--- src/rtl/rdsc_pkg.sv ---
package rdsc_pkg;

   localparam int VALUE_W = 32;
   localparam int RADIX_W = 5;
   localparam int CHAR_W  = 8;
   localparam int DIGIT_W = 4;

   localparam logic [RADIX_W-1:0] RADIX_RESET = 5'd16;
   localparam logic [RADIX_W-1:0] RADIX_MIN   = 5'd2;
   localparam logic [RADIX_W-1:0] RADIX_MAX   = 5'd16;

   localparam logic [CHAR_W-1:0]  CH_ZERO   = 8'd48;
   localparam logic [CHAR_W-1:0]  CH_ALPHA  = 8'd55;
   localparam logic [CHAR_W-1:0]  CH_MINUS  = 8'd45;
   localparam logic [DIGIT_W-1:0] DIGIT_MAX = 4'd9;

   typedef enum logic [2:0] {
      ST_IDLE,
      ST_DIV_START,
      ST_DIV_STEP,
      ST_EMIT_SIGN,
      ST_EMIT_ZERO,
      ST_READ,
      ST_SHOW
   } rdsc_state_type;

   typedef enum logic [1:0] {
      SEL_MINUS,
      SEL_ZERO,
      SEL_DIGIT
   } rdsc_char_sel_type;

   typedef struct packed {
      logic              csr_wr;
      logic              load;
      logic              div_start;
      logic              div_step;
      logic              rd_first;
      logic              rd_next;
      logic              out_load;
      rdsc_char_sel_type out_sel;
   } rdsc_cmd_type;

   typedef struct packed {
      logic q_zero;
      logic cnt_full;
      logic cnt_zero;
      logic bidx_zero;
      logic idx_zero;
      logic neg;
      logic out_free;
   } rdsc_status_type;

   function automatic logic [CHAR_W-1:0] digit_char(input logic [DIGIT_W-1:0] d);
      logic [CHAR_W-1:0] ext;
      ext = {{(CHAR_W-DIGIT_W){1'b0}}, d};
      return (d <= DIGIT_MAX) ? (CH_ZERO + ext) : (CH_ALPHA + ext);
   endfunction

endpackage

--- src/rtl/radix_digit_string_converter.sv ---
// channel  direction  handshake           payload
// req      in         req_valid/req_stall req_value[31:0] signed
// rsp      out        rsp_valid/rsp_stall rsp_ascii_char[7:0], rsp_last
// csr      in         csr_valid/csr_ready csr_data[4:0] (radix)
//
// one value per conversion: an accept state, then per digit a setup state plus
// a division step for each byte of the running quotient up to its highest nonzero byte
// (byte-wide long division), a final check, a sign beat when negative,
// a digit-store read, then a beat for each digit
// reset is synchronous and sets the radix to 16; digit store is not cleared
// rsp_stall holds the output register and pauses emission; req_stall is low
// only while idle, which is also when csr writes are taken
module radix_digit_string_converter #(
   parameter int MAX_DIGITS = 32
) (
   input  logic                                 clock,
   input  logic                                 reset,
   input  logic                                 req_valid,
   output logic                                 req_stall,
   input  logic signed [rdsc_pkg::VALUE_W-1:0]  req_value,
   output logic                                 rsp_valid,
   input  logic                                 rsp_stall,
   output logic        [rdsc_pkg::CHAR_W-1:0]   rsp_ascii_char,
   output logic                                 rsp_last,
   input  logic                                 csr_valid,
   output logic                                 csr_ready,
   input  logic        [rdsc_pkg::RADIX_W-1:0]  csr_data
);

   rdsc_pkg::rdsc_cmd_type    cmd;
   rdsc_pkg::rdsc_status_type status;

   rdsc_ctrl u_ctrl (
      .clock     (clock),
      .reset     (reset),
      .req_valid (req_valid),
      .req_stall (req_stall),
      .csr_valid (csr_valid),
      .csr_ready (csr_ready),
      .status    (status),
      .cmd       (cmd)
   );

   rdsc_datapath #(
      .MAX_DIGITS (MAX_DIGITS)
   ) u_datapath (
      .clock          (clock),
      .reset          (reset),
      .cmd            (cmd),
      .status         (status),
      .req_value      (req_value),
      .csr_data       (csr_data),
      .rsp_valid      (rsp_valid),
      .rsp_ascii_char (rsp_ascii_char),
      .rsp_last       (rsp_last),
      .rsp_stall      (rsp_stall)
   );

endmodule

--- src/rtl/rdsc_datapath.sv ---
module rdsc_datapath #(
   parameter int MAX_DIGITS = 32
) (
   input  logic                                 clock,
   input  logic                                 reset,
   input  rdsc_pkg::rdsc_cmd_type               cmd,
   output rdsc_pkg::rdsc_status_type            status,
   input  logic signed [rdsc_pkg::VALUE_W-1:0]  req_value,
   input  logic        [rdsc_pkg::RADIX_W-1:0]  csr_data,
   output logic                                 rsp_valid,
   output logic        [rdsc_pkg::CHAR_W-1:0]   rsp_ascii_char,
   output logic                                 rsp_last,
   input  logic                                 rsp_stall
);

   localparam int ADDR_W = (MAX_DIGITS > 1) ? $clog2(MAX_DIGITS) : 1;
   localparam int CNT_W  = $clog2(MAX_DIGITS + 1);

   logic [rdsc_pkg::RADIX_W-1:0] radix_ff, radix_in;
   logic [rdsc_pkg::RADIX_W-1:0] base_ff, base_in;
   logic [rdsc_pkg::VALUE_W-1:0] q_ff, q_in;
   logic                         neg_ff, neg_in;
   logic [rdsc_pkg::DIGIT_W-1:0] rem_ff, rem_in;
   logic [1:0]                   bidx_ff, bidx_in;
   logic [CNT_W-1:0]             cnt_ff, cnt_in;
   logic [ADDR_W-1:0]            idx_ff, idx_in;
   logic [rdsc_pkg::DIGIT_W-1:0] rd_data_ff;
   logic                         rsp_valid_ff, rsp_valid_in;
   logic [rdsc_pkg::CHAR_W-1:0]  rsp_char_ff, rsp_char_in;
   logic                         rsp_last_ff, rsp_last_in;

   logic [rdsc_pkg::DIGIT_W-1:0] digit_mem [MAX_DIGITS];

   logic [rdsc_pkg::RADIX_W-1:0] eff_base;
   logic [rdsc_pkg::VALUE_W-1:0] mag;
   logic [7:0]                   cur_byte, quot_byte;
   logic [4:0]                   part_rem;
   logic [rdsc_pkg::DIGIT_W-1:0] step_rem;
   logic [rdsc_pkg::VALUE_W-1:0] q_step;
   logic [1:0]                   top_byte;
   logic [CNT_W-1:0]             cnt_dec;
   logic [ADDR_W-1:0]            rd_addr;
   logic                         rd_en;
   logic                         digit_done;

   always_comb begin
      if (radix_ff < rdsc_pkg::RADIX_MIN) begin
         eff_base = rdsc_pkg::RADIX_MIN;
      end else if (radix_ff > rdsc_pkg::RADIX_MAX) begin
         eff_base = rdsc_pkg::RADIX_MAX;
      end else begin
         eff_base = radix_ff;
      end
   end

   assign mag = req_value[rdsc_pkg::VALUE_W-1] ? (~req_value + 32'd1) : req_value;

   // one byte of restoring long division per cycle; remainder stays below base
   always_comb begin
      cur_byte = q_ff[{bidx_ff, 3'b000} +: 8];
      part_rem = {1'b0, rem_ff};
      quot_byte = '0;
      for (int i = 7; i >= 0; i--) begin
         part_rem = {part_rem[3:0], cur_byte[i]};
         if (part_rem >= base_ff) begin
            part_rem = part_rem - base_ff;
            quot_byte[i] = 1'b1;
         end
      end
      step_rem = part_rem[rdsc_pkg::DIGIT_W-1:0];
      q_step = q_ff;
      q_step[{bidx_ff, 3'b000} +: 8] = quot_byte;
   end

   // skip leading zero bytes of the running quotient
   always_comb begin
      if (q_ff[31:24] != 8'd0) begin
         top_byte = 2'd3;
      end else if (q_ff[23:16] != 8'd0) begin
         top_byte = 2'd2;
      end else if (q_ff[15:8] != 8'd0) begin
         top_byte = 2'd1;
      end else begin
         top_byte = 2'd0;
      end
   end

   assign digit_done = cmd.div_step && (bidx_ff == 2'd0);
   assign cnt_dec    = cnt_ff - CNT_W'(1);
   assign rd_en      = cmd.rd_first || cmd.rd_next;
   assign rd_addr    = cmd.rd_first ? cnt_dec[ADDR_W-1:0] : (idx_ff - ADDR_W'(1));

   always_comb begin
      radix_in = radix_ff;
      base_in  = base_ff;
      q_in     = q_ff;
      neg_in   = neg_ff;
      rem_in   = rem_ff;
      bidx_in  = bidx_ff;
      cnt_in   = cnt_ff;
      idx_in   = idx_ff;
      if (cmd.csr_wr) begin
         radix_in = csr_data;
      end
      if (cmd.load) begin
         q_in    = mag;
         neg_in  = req_value[rdsc_pkg::VALUE_W-1];
         base_in = eff_base;
         cnt_in  = '0;
      end
      if (cmd.div_start) begin
         bidx_in = top_byte;
         rem_in  = '0;
      end
      if (cmd.div_step) begin
         q_in    = q_step;
         rem_in  = step_rem;
         bidx_in = bidx_ff - 2'd1;
         if (digit_done) begin
            cnt_in = cnt_ff + CNT_W'(1);
         end
      end
      if (rd_en) begin
         idx_in = rd_addr;
      end
   end

   always_comb begin
      rsp_valid_in = rsp_valid_ff;
      rsp_char_in  = rsp_char_ff;
      rsp_last_in  = rsp_last_ff;
      if (cmd.out_load) begin
         rsp_valid_in = 1'b1;
         case (cmd.out_sel)
            rdsc_pkg::SEL_MINUS: begin
               rsp_char_in = rdsc_pkg::CH_MINUS;
               rsp_last_in = (cnt_ff == '0);
            end
            rdsc_pkg::SEL_ZERO: begin
               rsp_char_in = rdsc_pkg::CH_ZERO;
               rsp_last_in = 1'b1;
            end
            rdsc_pkg::SEL_DIGIT: begin
               rsp_char_in = rdsc_pkg::digit_char(rd_data_ff);
               rsp_last_in = (idx_ff == '0);
            end
            default: begin
               rsp_char_in = rdsc_pkg::CH_ZERO;
               rsp_last_in = 1'b1;
            end
         endcase
      end else if (!rsp_stall) begin
         rsp_valid_in = 1'b0;
      end
   end

   always_ff @(posedge clock) begin
      if (reset) begin
         radix_ff     <= rdsc_pkg::RADIX_RESET;
         rsp_valid_ff <= 1'b0;
         cnt_ff       <= '0;
         q_ff         <= '0;
      end else begin
         radix_ff     <= radix_in;
         rsp_valid_ff <= rsp_valid_in;
         cnt_ff       <= cnt_in;
         q_ff         <= q_in;
      end
   end

   always_ff @(posedge clock) begin
      base_ff     <= base_in;
      neg_ff      <= neg_in;
      rem_ff      <= rem_in;
      bidx_ff     <= bidx_in;
      idx_ff      <= idx_in;
      rsp_char_ff <= rsp_char_in;
      rsp_last_ff <= rsp_last_in;
   end

   always_ff @(posedge clock) begin
      if (digit_done) begin
         digit_mem[cnt_ff[ADDR_W-1:0]] <= step_rem;
      end
      if (rd_en) begin
         rd_data_ff <= digit_mem[rd_addr];
      end
   end

   assign status.q_zero    = (q_ff == '0);
   assign status.cnt_full  = (cnt_ff == CNT_W'(MAX_DIGITS));
   assign status.cnt_zero  = (cnt_ff == '0);
   assign status.bidx_zero = (bidx_ff == 2'd0);
   assign status.idx_zero  = (idx_ff == '0);
   assign status.neg       = neg_ff;
   assign status.out_free  = !rsp_valid_ff || !rsp_stall;

   assign rsp_valid      = rsp_valid_ff;
   assign rsp_ascii_char = rsp_char_ff;
   assign rsp_last       = rsp_last_ff;

endmodule

--- src/rtl/rdsc_ctrl.sv ---
module rdsc_ctrl (
   input  logic                      clock,
   input  logic                      reset,
   input  logic                      req_valid,
   output logic                      req_stall,
   input  logic                      csr_valid,
   output logic                      csr_ready,
   input  rdsc_pkg::rdsc_status_type status,
   output rdsc_pkg::rdsc_cmd_type    cmd
);

   rdsc_pkg::rdsc_state_type state_ff, state_in;

   always_comb begin
      state_in = state_ff;
      case (state_ff)
         rdsc_pkg::ST_IDLE: begin
            if (req_valid) begin
               state_in = rdsc_pkg::ST_DIV_START;
            end
         end
         rdsc_pkg::ST_DIV_START: begin
            if (!status.q_zero && !status.cnt_full) begin
               state_in = rdsc_pkg::ST_DIV_STEP;
            end else if (status.neg) begin
               state_in = rdsc_pkg::ST_EMIT_SIGN;
            end else if (status.cnt_zero) begin
               state_in = rdsc_pkg::ST_EMIT_ZERO;
            end else begin
               state_in = rdsc_pkg::ST_READ;
            end
         end
         rdsc_pkg::ST_DIV_STEP: begin
            if (status.bidx_zero) begin
               state_in = rdsc_pkg::ST_DIV_START;
            end
         end
         rdsc_pkg::ST_EMIT_SIGN: begin
            if (status.out_free) begin
               state_in = status.cnt_zero ? rdsc_pkg::ST_EMIT_ZERO : rdsc_pkg::ST_READ;
            end
         end
         rdsc_pkg::ST_EMIT_ZERO: begin
            if (status.out_free) begin
               state_in = rdsc_pkg::ST_IDLE;
            end
         end
         rdsc_pkg::ST_READ: begin
            state_in = rdsc_pkg::ST_SHOW;
         end
         rdsc_pkg::ST_SHOW: begin
            if (status.out_free && status.idx_zero) begin
               state_in = rdsc_pkg::ST_IDLE;
            end
         end
         default: begin
            state_in = rdsc_pkg::ST_IDLE;
         end
      endcase
   end

   always_comb begin
      cmd           = '0;
      cmd.out_sel   = rdsc_pkg::SEL_DIGIT;
      req_stall     = 1'b1;
      csr_ready     = 1'b0;
      case (state_ff)
         rdsc_pkg::ST_IDLE: begin
            req_stall  = 1'b0;
            csr_ready  = 1'b1;
            cmd.csr_wr = csr_valid;
            cmd.load   = req_valid;
         end
         rdsc_pkg::ST_DIV_START: begin
            cmd.div_start = 1'b1;
         end
         rdsc_pkg::ST_DIV_STEP: begin
            cmd.div_step = 1'b1;
         end
         rdsc_pkg::ST_EMIT_SIGN: begin
            cmd.out_load = status.out_free;
            cmd.out_sel  = rdsc_pkg::SEL_MINUS;
         end
         rdsc_pkg::ST_EMIT_ZERO: begin
            cmd.out_load = status.out_free;
            cmd.out_sel  = rdsc_pkg::SEL_ZERO;
         end
         rdsc_pkg::ST_READ: begin
            cmd.rd_first = 1'b1;
         end
         rdsc_pkg::ST_SHOW: begin
            // prefetch the next digit while this one goes out
            cmd.out_load = status.out_free;
            cmd.rd_next  = status.out_free && !status.idx_zero;
         end
         default: begin
            cmd = '0;
         end
      endcase
   end

   always_ff @(posedge clock) begin
      if (reset) begin
         state_ff <= rdsc_pkg::ST_IDLE;
      end else begin
         state_ff <= state_in;
      end
   end

endmodule
--- config.mk ---
export PLATFORM = sky130hd
export DESIGN_NAME = radix_digit_string_converter
export DESIGN_NICKNAME = d
export VERILOG_FILES = /design/src/rtl/rdsc_pkg.sv /design/src/rtl/radix_digit_string_converter.sv /design/src/rtl/rdsc_datapath.sv /design/src/rtl/rdsc_ctrl.sv
export SDC_FILE = /design/constraint.sdc
export NUM_CORES = 1
export LEC_CHECK = 0
export BUFFER_PORTS_ARGS = -buffer_cell sky130_fd_sc_hd__buf_2
export CAP_MARGIN = 20
export CORE_ASPECT_RATIO = 0.75
export CORE_UTILIZATION = 56
export CTS_CLUSTER_SIZE = 40
export DETAILED_ROUTE_END_ITERATION = 16
export HOLD_SLACK_MARGIN = 0.02
export PLACE_DENSITY = 0.77
export SYNTH_ARGS = -nofsm -noshare
export SYNTH_HDL_FRONTEND = slang
export SYNTH_HIERARCHICAL = 1
export SYNTH_SLANG_ARGS = --single-unit
--- constraint.sdc ---
create_clock -name clock -period 11.14 [get_ports clock]
set_clock_uncertainty 0.2 [all_clocks]
set_input_delay 1.671 -clock clock [delete_from_list [all_inputs] [get_ports clock]]
set_output_delay 1.671 -clock clock [all_outputs]
set_load 0.02 [all_outputs]
### Word-level counts from Yosys, hierarchy flattened

Memory sizes are Yosys's and may differ from the RTL's. A register that Yosys moved wholly into a read port is not among the register bits.
Cells that the tools add are included.

| operators by class | value |
|---|---|
| muxes and demuxes | 57 |
| reductions and logical operators | 26 |
| equal/unequal tests | 14 |
| add/sub/neg operators | 16 |
| bitwise logic cells | 1 |
| $lt $le $gt $ge | 11 |
| shift-type cells | 3 |

Operators with widths:

| cell | count |
|---|---|
| $mux W32 | 3 |
| $ge A5 B5 Y1 | 8 |
| $mux W4 | 10 |
| $add A32 B1 Y32 const B | 1 |
| $bwmux W32 | 1 |
| $logic_not A32 Y1 | 1 |
| $not A32 Y32 | 1 |
| $shift A8 B7 Y32 const A | 1 |
| $shiftx A32 B6 Y8 | 1 |
| $shiftx A8 B7 Y32 | 1 |
| $sub A4 B4 Y4 | 8 |
| $reduce_bool A8 Y1 | 3 |
| $mux W1 | 21 |
| $mux W3 | 7 |
| $pmux W3 S7 | 1 |
| $mux W6 | 3 |
| $pmux W8 S2 | 1 |
| $add A6 B4 Y7 const A | 2 |
| $mux W2 | 5 |
| $mux W5 | 2 |
| $sub A5 B1 Y5 const B | 2 |
| $eq A3 B3 Y1 const B | 3 |
| $mux W8 | 1 |
| $ne A2 B1 Y1 const B | 4 |
| other kinds (25) | 37 |

| storage, ports and cells | value |
|---|---|
| output and inout port bits | 12 |
| bits of input ports | 42 |
| logic and storage cells | 142 |
| RAM bits | 128 |
| memories | 1 |
| flip-flop bits (word level) | 73 |

Memories:

| memory | words | width | rd ports | clocked after memory_dff | write ports | RTL line | source |
|---|---|---|---|---|---|---|---|
| u_datapath.digit_mem | 32 | 4 | 1 | 1 | 1 | rdsc_datapath.sv:32 | `logic [rdsc_pkg::DIGIT_W-1:0] digit_mem [MAX_DIGITS];` |

### Logic depth before layout (Yosys ltp)

Gate-level depths: netlist of the first run.

| logic depth | value |
|---|---|
| depth after elaboration | 20 |
| depth in mapped cells | 54 |
| gate-level depth less buffers | 51 |

### Cells and area by module

The synthesis of the first run kept the hierarchy.

Modules (own cells, without submodules):

| module | seq. area each (sq um) | cells each | instances | area an instance (sq um) |
|---|---|---|---|---|
| rdsc_datapath | 5,595.4 | 940 | 1 | 11,101.9 |
| rdsc_ctrl | 60.1 | 43 | 1 | 309.0 |

### Least setup slack after synthesis of the first run

Ideal clock, no wire load.

| path | value |
|---|---|
| kind | register -> register |
| start | register u_datapath.bidx_ff[1] |
| end | memory u_datapath/digit_mem[0][0] (netlist bit) (data pin) |
| cell stages (with the launch flop) | 52 |
| required time | 10,559 ps |
| arrival | 11,335 ps |
| clock period less this slack | 11,916 ps |
| setup slack | -776 ps |
| path buffers | 3 |
| setup time | 381 ps |
| path through | edfxtp_1 buf_2 mux4_2 inv_1 ha_1 nand2b_1 a31oi_1 o21ai_1 mux2_2 inv_1 ha_1 nand4_1 a21oi_1 a211o_1 clkbuf_1 inv_1 mux2i_1 ha_1 [16 not listed] and2_1 ha_1 a21oi_1 o21ai_0 a31oi_1 o211ai_1 a21boi_0 ha_1 a21o_1 a31oi_1 o21ai_0 clkbuf_1 mux2i_1 ha_1 a21o_1 a31oi_1 o21ai_0 a21oi_1 |

| between the ends | value |
|---|---|
| word-level cells in the longest chain between the ends | 17 |
| elaborated cells on any way between the ends | 25 |
| classes of those cells | add/sub (8); order compare (8); shift (1); mux (8) |

RTL lines:

| element | RTL line | source |
|---|---|---|
| start: declaration | rdsc_datapath.sv:24 | `logic [1:0] bidx_ff, bidx_in;` |
| start signal: assignment | rdsc_datapath.sv:175 | `bidx_ff <= bidx_in;` |
| $shiftx A32 B6 Y8 (*) | rdsc_datapath.sv:60 | `cur_byte = q_ff[{bidx_ff, 3'b000} +: 8];` |
| $sub A4 B4 Y4 / $ge A5 B5 Y1 (equally long branches) | rdsc_datapath.sv:66, rdsc_datapath.sv:65 |  |
| $mux W4 | rdsc_datapath.sv:65 | `if (part_rem >= base_ff) begin` |
| $sub A4 B4 Y4 / $ge A5 B5 Y1 (equally long branches) | rdsc_datapath.sv:66, rdsc_datapath.sv:65 |  |
| $mux W4 | rdsc_datapath.sv:65 |  |
| $sub A4 B4 Y4 / $ge A5 B5 Y1 (equally long branches) | rdsc_datapath.sv:66, rdsc_datapath.sv:65 |  |
| $mux W4 | rdsc_datapath.sv:65 |  |
| $sub A4 B4 Y4 / $ge A5 B5 Y1 (equally long branches) | rdsc_datapath.sv:66, rdsc_datapath.sv:65 |  |
| [2 not listed] | n/a |  |
| $mux W4 | rdsc_datapath.sv:65 |  |
| $sub A4 B4 Y4 / $ge A5 B5 Y1 (equally long branches) | rdsc_datapath.sv:66, rdsc_datapath.sv:65 |  |
| $mux W4 | rdsc_datapath.sv:65 |  |
| $sub A4 B4 Y4 / $ge A5 B5 Y1 (equally long branches) | rdsc_datapath.sv:66, rdsc_datapath.sv:65 |  |
| $mux W4 | rdsc_datapath.sv:65 |  |
| $ge A5 B5 Y1 | rdsc_datapath.sv:65 |  |
| $mux W4 (*) | rdsc_datapath.sv:65 |  |
| net u_datapath.part_rem[0] | rdsc_datapath.sv:37 | `logic [4:0] part_rem;` |
| end: declaration | rdsc_datapath.sv:32 |  |

Mark *: on every way through the listed nets, which the timed path passes. The rest lies on a longest branch.

### Worst setup path in the final report of the first run

| path | value |
|---|---|
| start | register u_datapath.bidx_ff[0] |
| end | memory u_datapath/digit_mem[3][1] (netlist bit) (data pin) |

| between the ends | value |
|---|---|
| word-level cells in the longest chain between the ends | 17 |
| elaborated cells on any way between the ends | 25 |
| classes of those cells | add/sub (8); order compare (8); shift (1); mux (8) |

RTL lines:

| element | RTL line |
|---|---|
| $shiftx A32 B6 Y8 (*) | rdsc_datapath.sv:60 |
| $sub A4 B4 Y4 / $ge A5 B5 Y1 (equally long branches) | rdsc_datapath.sv:66, rdsc_datapath.sv:65 |
| $mux W4 | rdsc_datapath.sv:65 |
| $sub A4 B4 Y4 / $ge A5 B5 Y1 (equally long branches) | rdsc_datapath.sv:66, rdsc_datapath.sv:65 |
| $mux W4 | rdsc_datapath.sv:65 |
| $sub A4 B4 Y4 / $ge A5 B5 Y1 (equally long branches) | rdsc_datapath.sv:66, rdsc_datapath.sv:65 |
| $mux W4 | rdsc_datapath.sv:65 |
| $sub A4 B4 Y4 / $ge A5 B5 Y1 (equally long branches) | rdsc_datapath.sv:66, rdsc_datapath.sv:65 |
| [2 not listed] | n/a |
| $mux W4 | rdsc_datapath.sv:65 |
| $sub A4 B4 Y4 / $ge A5 B5 Y1 (equally long branches) | rdsc_datapath.sv:66, rdsc_datapath.sv:65 |
| $mux W4 | rdsc_datapath.sv:65 |
| $ge A5 B5 Y1 / $sub A4 B4 Y4 (equally long branches) | rdsc_datapath.sv:65, rdsc_datapath.sv:66 |
| $mux W4 | rdsc_datapath.sv:65 |
| $sub A4 B4 Y4 / $ge A5 B5 Y1 (equally long branches) | rdsc_datapath.sv:66, rdsc_datapath.sv:65 |
| $mux W4 (*) | rdsc_datapath.sv:65 |
| net u_datapath.part_rem[1] | rdsc_datapath.sv:37 |

Marked as above.

==> results_dict.tcl, run 1 <==
set metrics [dict create \
    outcome "finished clean" \
    final.setup.worst_slack_ps 273 \
    synth-compound-area-share_pct 13.0 \
    cts_root_buf "clkbuf_16" \
    ant_nets 0 \
    required_ps 11180 \
    grt_use_met2_pct 37.1 \
    use_met3_pct 4.59 \
    clk_pin_slew_ps 70 \
    clock_path_buffers 3 \
    post-place-ws_ps -352 \
    slew_violations 0 \
    period_share_pct 97.6 \
    cts-htree-levels 1 \
    placed_area_um2 12000 \
    r2r-end "u_datapath/digit_mem[3][1]" \
    gp_congestion 0.932 \
    coreArea_um2 19700 \
    critPathSlowestCell "mux4_2" \
    yosys_warnings 6 \
    cp_slowest_stage_delay_ps 520 \
    viasPerCell 6.46 \
    cp_common_cell "ha_1" \
    cts_hold_buffers 0 \
    crit_type "flop to flop" \
    cp_num_buf_inv 6 \
    io_buffers 52 \
    synth-seq-area-share_pct 49.6 \
    async_flop_share_pct 0 \
    worst_slew_pin_slew_ps 1040 \
    synth-edff-count 157 \
    hpwlAfterDp_um 18800 \
    final_cell_mix "157 x edfxtp_1, 104 x nor2_1, 59 x nand2_1" \
    drive_above_1_share_pct 21.8 \
    yosys.area.top_type_share_pct 41.3 \
    fmax_mhz 92.0 \
    crit_cells 51 \
    first_pass_iters 6 \
    hold_viol_final 0 \
    synth-simple-area-share_pct 12.0 \
    finalNetCount 1161 \
    antenna_found_initial 0 \
    grt_pass1_wl_um 42000 \
    synth_xor_area_share_pct 3.52 \
    fin_util_pct 66.7 \
    start_util_pct 58.1 \
    drc 0 \
    wire_per_inst_um 21.5 \
    use_met1_pct 39.9 \
    crit_family "compound AO/OA/AOI/OAI gates" \
    slew_headroom_pct 30.3 \
    crit_fanout 16 \
    yosys-top-cells-area "edfxtp_1 41%, dfxtp_1 8.2%, mux4_2 7.3%" \
    dr.first_iter.drc_count 1094 \
    min_path_cells 2 \
    final_cells 1325 \
    ys_seq_elements 204 \
    overflow 0 \
    synth_cell_type_count 71 \
    clock_sinks 204 \
    clkLatencyLatePin_ps 520 \
    ios 54 \
    die-area_um2 21000 \
    syn-num-nets 1085 \
    drv_cap 0 \
    grt-busiest-layer "met1" \
    synthAdderAreaFrac_pct 7.11 \
    postLayoutCellArea_um2 13100 \
    hold_path.class "flop to flop" \
    grt_pass1_vias 7800 \
    arrival_ps 10910 \
    startpoint_type "flop" \
    r2r.worst_path.cells 51 \
    fp-row-count 44 \
    grt_max_degree 48 \
    routed-via-count 8566 \
    die-width_um 167 \
    layout_commonest_cell "edfxtp_1" \
    die_y_um 126 \
    syn_area_per_cell_um2 11.6 \
    area_growth_syn_to_layout_pct 15.0 \
    ff2ff_setup_slack_ps 270 \
    syn-cell-area_um2 11400 \
    post-route-min-period_ps 10870 \
    placed_cells 1268 \
    drt-total-wl_um 28500 \
    setup_viol 0 \
    muxShareOfSynthArea_pct 11.4 \
    worstSetupEndpointType "flop" \
    antenna_cells 0 \
    startpoint "u_datapath/bidx_ff[0]" \
    synth_top_family_by_area "compound AO/OA/AOI/OAI gates" \
    tritoncts "done" \
    crit_path_end "u_datapath/digit_mem[3][1]" \
    yosysTopAreaCell "edfxtp_1" \
    numCtsBuffers 20 \
    synth_flop_cell "edfxtp_1" \
    grt.total_usage_pct 25.6 \
    syn_inst 983 \
    timing.rr.start "u_datapath/bidx_ff[0]" \
]
==> logic make-up (layout without fill, tap and decap cells) <==
group / Yosys count / in the layout
and+or+nand+nor: 285 / 288
AOI/OAI and AO/OA: 215 / 215
DFF: 204 / 204
buffers and inverters: 91 / 176
muxes: 82 / 83
adders and majority gates: 60 / 60
xor gates and xnor gates: 45 / 45
other: 1 / 1
==> registers in the layout, indices dropped and copies added (netlist names), 2 cells and up <==
register	count
u_datapath/bidx_ff	2
u_ctrl/state_ff	3
u_datapath/rsp_ascii_char	7
u_datapath/cnt_ff	6
u_datapath/idx_ff	5
u_datapath/q_ff	32
u_datapath/radix_ff	5
u_datapath/rem_ff	4
u_datapath/base_ff	5
u_datapath/rd_data_ff	4
u_datapath/digit_mem	128
==> metrics by stage <==
stage	hold WS (ps)	TNS [ps]
floorplan	252	0
global placement	280	0
detailed placement	298	-36900
CTS	316	0
global route	335	-12390
finish	308	0
==> worst min path at each step <==
stage / start / endpoint / slack, ps
3_3_place_gp: u_datapath/radix_ff[0] / u_datapath/radix_ff[0] / 280
4_1_cts: u_datapath/rsp_valid / u_datapath/rsp_valid / 320
2_1_floorplan: u_datapath/radix_ff[0] / u_datapath/radix_ff[0] / 250
6_report: u_datapath/rsp_valid / u_datapath/rsp_valid / 310
5_1_grt: u_datapath/q_ff[14] / u_datapath/q_ff[14] / 340
3_5_place_dp: u_datapath/radix_ff[0] / u_datapath/radix_ff[0] / 300
==> worst min-delay path, stage by stage (launching register included) <==
cell and delay [ps]:
dfxtp_1 340, a21oi_1 70, nor2_1 70
==> layer usage <==
metal	part of all wire (%)	routed length (µm)
met2	43	12300
met5	0	0
met4	2.2	640
met3	10	2910
met1	44	12600
==> synthesized netlist by cell type (all sizes together) (11+ instances only) <==
cell	count
edfxtp	157
nor2	104
nand2	60
ha	52
a21oi	48
dfxtp	47
inv	45
mux4	37
mux2i	35
xnor2	34
o21ai	33
nor3	26
clkbuf	25
buf	21
a211oi	20
a21o	17
a22oi	14
a31oi	14
or3	14
nor4	13
nand2b	12
xor2	11
==> cell type report <==
type,count,area [µm²]
clock buffers,22,508
clock inverters,13,128
fillers,1410,6540
inverters,45,171
multi-input cells,692,5690
flip-flops and latches,204,5660
well taps,253,317
repair buffers,96,647
==> what timing repair did <==
item                                    in CTS  in global routing
pin swaps                                    2                 12
setup buffers                                5                 13
endpoints found under the setup margin     132                136
gates cloned                                 1                  3
resized for setup                            8                 40
Power of run 1 is not shown: default switching activity piles up to over one toggle a cycle in this logic, so the estimate is an artifact.
==> run 2: changes to the inputs <==
CORE_UTILIZATION = 45   (was 56)
PLACE_DENSITY = not set   (was 0.77)
==> results_dict.tcl, run 2 (synthesized netlist as in run 1, its figures left out) <==
set metrics [dict create \
    dr.first_iter.drc_count 774 \
    start_util_pct 45.8 \
    numCtsBuffers 22 \
    clock_sinks 204 \
    drt-total-wl_um 29300 \
    fmax_mhz 92.2 \
    die-area_um2 26000 \
    first_pass_iters 5 \
    multiInputGateArea_um2 5670 \
    cp_common_cell "ha_1" \
    arrival_ps 10900 \
    io_buffers 52 \
    largest_register_ffs 128 \
    startpoint_type "flop" \
    drv_cap 0 \
    period_share_pct 97.3 \
    clk_pin_slew_ps 60 \
    final_cell_mix "157 x edfxtp_1, 103 x nor2_1, 59 x nand2_1" \
    grt_max_degree 48 \
    cts-htree-levels 1 \
    required_ps 11200 \
    routed-via-count 8388 \
    fp-row-count 50 \
    final.setup.worst_slack_ps 299 \
    worstSetupEndpointType "flop" \
    outcome "finished clean" \
    worst_slew_pin_slew_ps 1060 \
    overflow 0 \
    seq_area_um2 5660 \
    tritoncts "done" \
    drc 0 \
    crit_family "compound AO/OA/AOI/OAI gates" \
    die-width_um 186 \
    hold_viol_final 0 \
    cts_hold_buffers 0 \
    ant_nets 0 \
    setup_viol 0 \
    post-route-min-period_ps 10840 \
    grt.total_usage_pct 22.3 \
    cp_num_buf_inv 12 \
    cp_slowest_stage_delay_ps 530 \
    layout_commonest_cell "edfxtp_1" \
    gp_congestion 0.878 \
    die_y_um 140 \
    ios 54 \
    clock_path_buffers 3 \
    finalNetCount 1171 \
    crit_type "flop to flop" \
    antenna_cells 0 \
    cts_root_buf "clkbuf_16" \
    coreArea_um2 24900 \
    antenna_found_initial 0 \
    area_growth_syn_to_layout_pct 17.4 \
    grt_pass1_vias 7787 \
    slew_headroom_pct 29.0 \
    crit_fanout 16 \
    grt_pass1_wl_um 44400 \
    wire_per_inst_um 20.6 \
    n_fill_cell 2154 \
    final.setup.tns_ps 0 \
    post-place-ws_ps -322 \
    slew_violations 0 \
    hold_path.class "flop to flop" \
    viasPerCell 5.89 \
    critPathSlowestCell "mux4_2" \
    hpwlAfterDp_um 19500 \
    clkLatencyLatePin_ps 530 \
    drive_above_1_share_pct 22.1 \
]
run 2: cell types whose count changed in the layout (fill, tap and decap cells not counted), moves of 2 or more:
| cell | before | now |
|---|---|---|
| clkinv_1 | 1 | 3 |
| clkbuf_16 | 20 | 23 |
| buf_4 | 37 | 46 |
| clkinv_2 | 5 | 2 |
| mux2i_2 | 2 | 0 |
| o21ai_0 | 23 | 26 |
| buf_6 | 3 | 1 |
| o21ai_1 | 3 | 1 |
| bufinv_16 | 1 | 3 |
| clkbuf_1 | 2 | 4 |
| clkinv_4 | 2 | 0 |
run 2: cell type report:
class / instances / share of cell area [%]
Timing Repair Buffer: 104 / 5.35
Clock buffer: 27 / 4.33
Sequential cell: 204 / 42.2
Tap cell: 338 / 3.16
Inverter: 45 / 1.28
Multi-Input combinational cell: 692 / 42.4
Clock inverter: 13 / 1.30
run 2: final timing paths:
path	to	cells past startpoint	slack, ps	startpoint
setup / recovery	u_datapath/digit_mem[4][3]	54	300	u_datapath/bidx_ff[0]
hold reg to reg	u_datapath/rsp_valid	2	310	u_datapath/rsp_valid
setup reg to reg	u_datapath/digit_mem[4][3]	54	300	u_datapath/bidx_ff[0]
hold / removal	u_datapath/rsp_valid	2	310	u_datapath/rsp_valid
run 2: repair_timing:
item | in CTS | in global routing
setup buffers | 5 | 17
setup endpoints to repair | 130 | 136
cloned | 2 | 3
pin swaps | 3 | 12
gates resized for setup | 5 | 34
run 2: worst register-to-register path, delay by kind of cell (launching register included):
family          cells  cell delay [ps]
compound gates     22             3660
fa+ha+maj           8             2270
buf+inv            12             1760
mux                 5             1580
simple gates        7              690
flops               1              370
run 2: metal layers:
layer	GRT usage [%]	vias to the layer above	share of wire [%]
met5	0	-	0
met4	4.06	0	1.6
met3	3.35	38	7.1
met2	30.8	284	42
met1	36.6	4138	49
li1	-	3928	-
run 2: per-stage QoR:
stage / utilization (%) / area (µm²) / cells / hold WS [ps]
after global placement: 48.8 / 12200 / 1356 / 287
after detailed placement: 48.8 / 12200 / 1356 / 300
after global routing: 53.8 / 13400 / 1423 / 340
after floorplan: - / 11400 / 983 / 252
final: 53.8 / 13400 / 1423 / 308
after CTS: 52.2 / 13000 / 1403 / 315
Power of run 2 is left out for the same reason.
